==> src/rtl/mfbr_pkg.sv <==
`default_nettype none
package mfbr_pkg;

  localparam int BUFFER_WORDS_DEF = 1024;
  localparam int MAX_WIDTH_DEF    = 32;
  localparam int QUEUE_DEPTH      = 4;
  localparam int MOD_IN_W         = 30;
  localparam int WIDTH_W          = 6;
  localparam int CFG_W            = 12;
  localparam int FUNC_W           = 3;
  localparam int INDEX_W          = 10;
  localparam int DATA_W           = 32;
  localparam int POS_W            = 12;
  localparam int IN_DATA_W        = 80;
  localparam int OUT_DATA_W       = 48;

  typedef enum logic [FUNC_W-1:0] {
    FN_LOAD   = 3'd0,
    FN_WIDTH  = 3'd1,
    FN_READ   = 3'd2,
    FN_SKIP   = 3'd3,
    FN_SETPOS = 3'd4
  } func_t;

  typedef enum logic [2:0] {
    OP_NOP,
    OP_LOAD,
    OP_WIDTH,
    OP_READ,
    OP_SKIP,
    OP_SETPOS
  } op_t;

  typedef enum logic [0:0] {
    CFG_ATTACHED = 1'b0,
    CFG_BASE     = 1'b1
  } cfg_idx_t;

  typedef enum logic [2:0] {
    B_IDLE,
    B_MOD,
    B_RD2,
    B_RD3,
    B_BASE
  } back_state_t;

  typedef struct packed {
    op_t                 op;
    logic [INDEX_W-1:0]  word_index;
    logic [DATA_W-1:0]   word_data;
    logic [DATA_W-1:0]   amount;
    logic [WIDTH_W-1:0]  width;
  } entry_t;

endpackage
`default_nettype wire

==> src/rtl/mfbr_front.sv <==
`default_nettype none
module mfbr_front #(
  parameter int MAX_WIDTH = mfbr_pkg::MAX_WIDTH_DEF
) (
  input  logic                           clk,
  input  logic                           rst,
  input  logic                           s_tvalid,
  output logic                           s_tready,
  input  logic [mfbr_pkg::IN_DATA_W-1:0] s_tdata,
  input  logic [mfbr_pkg::FUNC_W-1:0]    s_tuser,
  input  logic                           q_pop,
  output logic                           q_valid,
  output mfbr_pkg::entry_t               q_entry
);
  import mfbr_pkg::*;

  localparam int QPW = $clog2(QUEUE_DEPTH);

  entry_t             mem [QUEUE_DEPTH];
  logic [QPW-1:0]     wr_ptr;
  logic [QPW-1:0]     rd_ptr;
  logic [QPW:0]       count;
  logic               push;
  entry_t             in_entry;
  logic [DATA_W-1:0]  amount;

  assign amount = s_tdata[73:42];

  always_comb begin
    in_entry.word_index = s_tdata[9:0];
    in_entry.word_data  = s_tdata[41:10];
    in_entry.amount     = amount;
    if (amount == '0) begin
      in_entry.width = WIDTH_W'(1);
    end else if (amount > DATA_W'(MAX_WIDTH)) begin
      in_entry.width = WIDTH_W'(MAX_WIDTH);
    end else begin
      in_entry.width = amount[WIDTH_W-1:0];
    end
    case (func_t'(s_tuser))
      FN_LOAD:   in_entry.op = OP_LOAD;
      FN_WIDTH:  in_entry.op = OP_WIDTH;
      FN_READ:   in_entry.op = OP_READ;
      FN_SKIP:   in_entry.op = OP_SKIP;
      FN_SETPOS: in_entry.op = OP_SETPOS;
      default:   in_entry.op = OP_NOP;
    endcase
  end

  assign s_tready = count != (QPW+1)'(QUEUE_DEPTH);
  assign push     = s_tvalid && s_tready;
  assign q_valid  = count != '0;
  assign q_entry  = mem[rd_ptr];

  always_ff @(posedge clk) begin
    if (rst) begin
      wr_ptr <= '0;
      rd_ptr <= '0;
      count  <= '0;
    end else begin
      if (push) begin
        wr_ptr <= wr_ptr + 1'b1;
      end
      if (q_pop) begin
        rd_ptr <= rd_ptr + 1'b1;
      end
      count <= count + (QPW+1)'(push) - (QPW+1)'(q_pop);
    end
  end

  always_ff @(posedge clk) begin
    if (push) begin
      mem[wr_ptr] <= in_entry;
    end
  end

  a_pop_nonempty: assert property (@(posedge clk) disable iff (rst)
    q_pop |-> q_valid)
    else $error("pop from empty queue");

endmodule
`default_nettype wire

==> config.mk <==
export PLATFORM = sky130hd
export DESIGN_NAME = mfbr_front
export DESIGN_NICKNAME = d
export VERILOG_FILES = /design/src/rtl/mfbr_pkg.sv /design/src/rtl/mfbr_front.sv
export SDC_FILE = /design/constraint.sdc
export NUM_CORES = 1
export LEC_CHECK = 0
export BUFFER_PORTS_ARGS = -buffer_cell sky130_fd_sc_hd__clkbuf_2
export CORE_MARGIN = 10
export CORE_UTILIZATION = 40
export DETAILED_ROUTE_END_ITERATION = 8
export PLACE_DENSITY_LB_ADDON = 0.15
export SLEW_MARGIN = 20
export SYNTH_ARGS = -nofsm -noshare
export SYNTH_HDL_FRONTEND = slang
export SYNTH_SLANG_ARGS = --single-unit
==> constraint.sdc <==
create_clock -name clk -period 1.9 [get_ports clk]
set_input_delay 0.19 -clock clk [delete_from_list [all_inputs] [get_ports clk]]
set_output_delay 0.19 -clock clk [all_outputs]
set_load 0.05 [all_outputs]
Word-level counts from Yosys, hierarchy flattened
Memories as Yosys holds them, arrays and structs flattened. A register that Yosys moved wholly into a read port is not among the register bits.
Cells that the tools add are included.
{"block": "classes", "muxes": 7, "n_lt_le_gt_ge": 1, "n_addsub": 4, "reduce_logical": 4, "n_eq_ne": 5}
{"cell": "greater-than comparator 32 x 6 -> 1 bit, second input constant", "n": 1}
{"cell": "zero test 32 bit", "n": 1}
{"cell": "one-hot mux 3 bit (5 select lines)", "n": 1}
{"cell": "2-to-1 mux 6 bit", "n": 2}
{"cell": "equality test 3 x 2 -> 1 bit, second input constant", "n": 2}
{"cell": "adder 2 x 1 -> 2 bit, second input constant", "n": 2}
{"cell": "2-to-1 mux 2 bit", "n": 2}
{"cell": "adder 3 x 1 -> 3 bit", "n": 1}
{"cell": "equality test 3 x 1 -> 1 bit, second input constant", "n": 1}
{"cell": "equality test 3 bit, second input constant", "n": 1}
{"cell": "zero test 3 bit", "n": 1}
{"cell": "inequality test 3 bit, second input constant", "n": 1}
{"cell": "nonzero test 3 bit", "n": 1}
{"cell": "subtractor 3 x 1 -> 3 bit", "n": 1}
{"cell": "2-to-1 mux 1 bit", "n": 2}
{"cell": "logical AND 1 bit", "n": 1}
{"block": "totals", "ram_bits": 332, "elab_cells": 25, "n_memories": 1, "output_inout_bits": 85, "ff_bits": 7}
{"name": "mem", "words": 4, "word_bits": 83, "rd": 1, "rd_clocked_by_memory_dff": 1, "wr": 1, "line": "mfbr_front.sv:19", "source": "entry_t mem [QUEUE_DEPTH];"}

Longest topological paths before layout
{"block": "depth", "ltp_word": 4, "mapped_depth": 10}

Worst setup path after synthesis
Ideal clock, no wire load.
{"block": "synth_timing", "kind": "register -> register", "from": "reg count[1]", "to": "mem mem[0][0] (netlist bit) (enable)", "path_slack_ps": -290, "path_stages_with_launch": 4, "setup_time_ps": 404, "arrival_ps": 1786, "n_path_buf": 1, "period_less_slack_ps": 2190, "cell_sequence": "dfxtp_1 or3b_1 buf_6 and3_2"}
{"block": "synth_between", "elab_chain_len": 4}
{"element": "from (decl)", "line": "mfbr_front.sv:22", "source": "logic [QPW:0] count;"}
{"element": "from (signal assigned)", "line": "mfbr_front.sv:67", "source": "count <= count + (QPW+1)'(push) - (QPW+1)'(q_pop);"}
{"element": "inequality test 3 bit", "line": "mfbr_front.sv:50", "source": "assign s_tready = count != (QPW+1)'(QUEUE_DEPTH);"}
{"element": "named net s_tready", "line": "mfbr_front.sv:8", "source": "output logic s_tready,"}
{"element": "logical AND 1 bit", "line": "mfbr_front.sv:51", "source": "assign push = s_tvalid && s_tready;"}
{"element": "2-to-1 mux 1 bit", "line": "mfbr_front.sv:72", "source": "if (push) begin"}
{"element": "2-to-1 mux 1 bit (implied by the code)", "line": "mfbr_front.sv:73", "source": "mem[wr_ptr] <= in_entry;"}
{"element": "to (decl)", "line": "mfbr_front.sv:19"}
The timed path passes the listed nets, and every way through them passes these cells.

==> reports/metrics.csv <==
metric,value,unit
status,"finished, violations left",
failing checks,negative setup slack,
CTS root buf,clkbuf_16,
Critical R2R Launch,count[1],
die height,198,µm
detailed placement HPWL,15900,µm
Fin. Hold Viols,0,
CP Data Required Time,1710,ps
worst hold path stage count,3,
fraction of registers with async set/reset,0,%
syn_nets,603,
f_max,0.456,GHz
CTS tree,done,
sw frac,27.3,%
Max-Slew Margin vs Limit,62.7,%
Yosys warning count,0,
Post-Route WL,27100,µm
reg-to-reg critical path endpoint,count[2],
Leak,5.91,nW
area of the multi-input gates,2380,µm²
largest net degree at the start of global routing,84,
Synth Flop Type,edfxtp_1,
CP endpoint,q_entry[15],
DRT Pass-1 Iters,4,
Clk pwr share,32.2,%
Synth-to-Final Area Change,37.1,%
Setup Total Neg Slack,-18650,ps
"slowest stage delay, CP",550,ps
fin. max-slew vios,0,
crit start category,flop,
layout cell share with drive strength beyond 1,42.7,%
Worst Tran Pin Value,560,ps
clk buf depth,3,
post-DR vias/cell,5.07,
Placer Congestion,0.723,
reg2reg path depth,9,
initial core utilization,40.2,%
Die Width,198,µm
n_diodes,0,
initial antenna violation count,0,
CTS sink cnt,341,
clock edge transition at the registers on the reported setup and hold paths,50,ps
"area leader, netlist",edfxtp_1,
GRT Total Usage,14.0,%
CP Max Fanout,5,
Skew-Pair Late Insertion Delay,510,ps
fin crit period,2190,ps
RSZ-0062 raised after global routing,true,
CP endpoint kind,output port,
cell count after synthesis,509,
cts bufs inserted,38,
initial DRC count,248,
I/O pins,172,
critical path's slowest cell,mux4_2,
nets,906,
Gate power share,24.1,%
Commonest cells post-synth,"edfxtp_1, mux4_2, dfxtp_1",
Hold Crit Class,in2reg,
die area,39100,µm²
Site Rows,65,
Cell variety after synth,30,
fin util,55.2,%
FF/Latch Area,10200,µm²
WL/cell,21.9,µm
ANT nets after route,0,
Reg power frac,43.8,%
synth top area cells,"edfxtp_1, mux4_2, dfxtp_1",
final setup violation count,84,
kind of critical path,reg2out,
most instantiated library cell after synthesis,edfxtp_1,
max-cap check violation count,0,
Psw,5.69,mW
Tcrit/Tclk final,116,%
Mapped Area,12600,µm²
Int Power,15.2,mW
Final Worst Setup Slack,-295,ps
grt total ovfl,0,
Post-synth EDFFs,332,
register bit total from synthesis,341,
Mapped Avg Cell Area,24.8,µm²
vias in the first global route,7137,
"Seq/Total Area, Yosys",80.3,%
Residual DRC,0,
register-to-register setup slack,-30,ps
clock skew,10.2,ps
CTS H-tree lvls,2,
Vias,6285,
Core Area,31400,µm²
buffers added on ports,165,
first-pass GRT wire length,42000,µm
worst path cell trace,buf_6 -> buf_12 -> buf_16 -> mux4_2 -> buf_8,
VDD IR-drop max,0.789,mV
Worst Path Arrival,2000,ps
Pwr per Cell Area,1200,nW/µm²
fill count,2382,
share of the synthesized area in the top cell type,78.9,%
critical path, delay by kind of cell, from the launching register on:
kind / cells / cell delay, ps
buffers and inverters: 4 / 590
multiplexers: 1 / 550
flip-flops: 1 / 360
power groups by stage:
stage	Sequential (mW)	Clock [mW]	Combinational, mW
floorplan	9.25	0	2.70
global placement	9.24	0	3.80
detailed placement	9.28	0	3.85
CTS	9.14	6.90	4.79
global route	9.18	7.19	5.29
finish	9.12	6.71	5.02
cells in the final DEF, fill, tap and decap left out, drive strengths merged:
cell type and instances:
a21o 2, a21oi 3, and3 4, buf 124, bufinv 1, clkbuf 134, clkinv 14, clkinvlp 1
dfxtp 9, dlygate4sd3 75, edfxtp 332, fa 1, ha 6, inv 5, mux4 83, nand2 5
nand3 2, nand3b 4, nand4 1, nor2 8, nor2b 2, nor3 4, nor4 8, o21ai 1
or3 3, or3b 1, xnor2 4, xor2 1
registers in the layout (all words and copies together), names as in the netlist, named ones only:
register,count
wr_ptr,2
rd_ptr,2
mem,332
count,3
routing by layer:
metal	GRT usage (%)	vias up	routed length [µm]	share of wire [%]
li1	-	2796	-	-
met2	23.1	150	13500	50
met3	3.38	42	1420	5.2
met4	4.19	0	585	2.2
met1	18.1	3297	11600	43
met5	0	-	0	0
per-stage QoR:
| stage | cell area [µm²] | hold WS (ps) | power (mW) | cells | setup slack, ps |
|---|---|---|---|---|---|
| after floorplan | 12700 | 252 | 12.0 | 509 | -289 |
| after global placement | 14200 | 402 | 13.0 | 1083 | -8.09 |
| after detailed placement | 14200 | 415 | 13.1 | 1083 | -100 |
| after CTS | 17100 | 29.5 | 20.8 | 1232 | -324 |
| after global routing | 17300 | 69.4 | 21.7 | 1240 | -348 |
| final | 17300 | 48.9 | 20.9 | 1240 | -295 |
how the worst min path moves through the flow:
stage / startpoint / endpoint / slack [ps]
after CTS: q_pop / flop / 30
after global routing: s_tuser[2] / mem[2][81] / 70
after detailed placement: s_tdata[29] / mem[2][57] / 410
after floorplan: rst / wr_ptr[1] / 250
final: q_pop / flop / 50
after global placement: s_tdata[7] / mem[3][77] / 400
kinds of logic after synthesis:
logic type,share of synthesized area (%)
and+or+nand+nor,2.12
buffers and inverters,1.33
DFF,80.3
adders and majority gates,0.753
AOI/OAI and AO/OA,0.307
xor gates and xnor gates,0.347
muxes,14.8
timing repair:
item	in CTS	in global routing
pin swaps	2	0
setup buffers	4	7
endpoints found under the hold margin	302	0
gates resized for setup	180	94
endpoints found under the setup margin	85	97
gates cloned	4	1
hold buffers	75	0
layout make-up:
cell class              count  share of cell area [%]
clock inverters            16                   0.528
repair buffers            283                    17.9
multi-input cells         143                    13.8
well taps                 402                    2.91
inverters                   5                   0.108
flip-flops and latches    341                    58.7
clock buffers              50                    6.12
No activity file was read; power rests on OpenSTA's default activity.
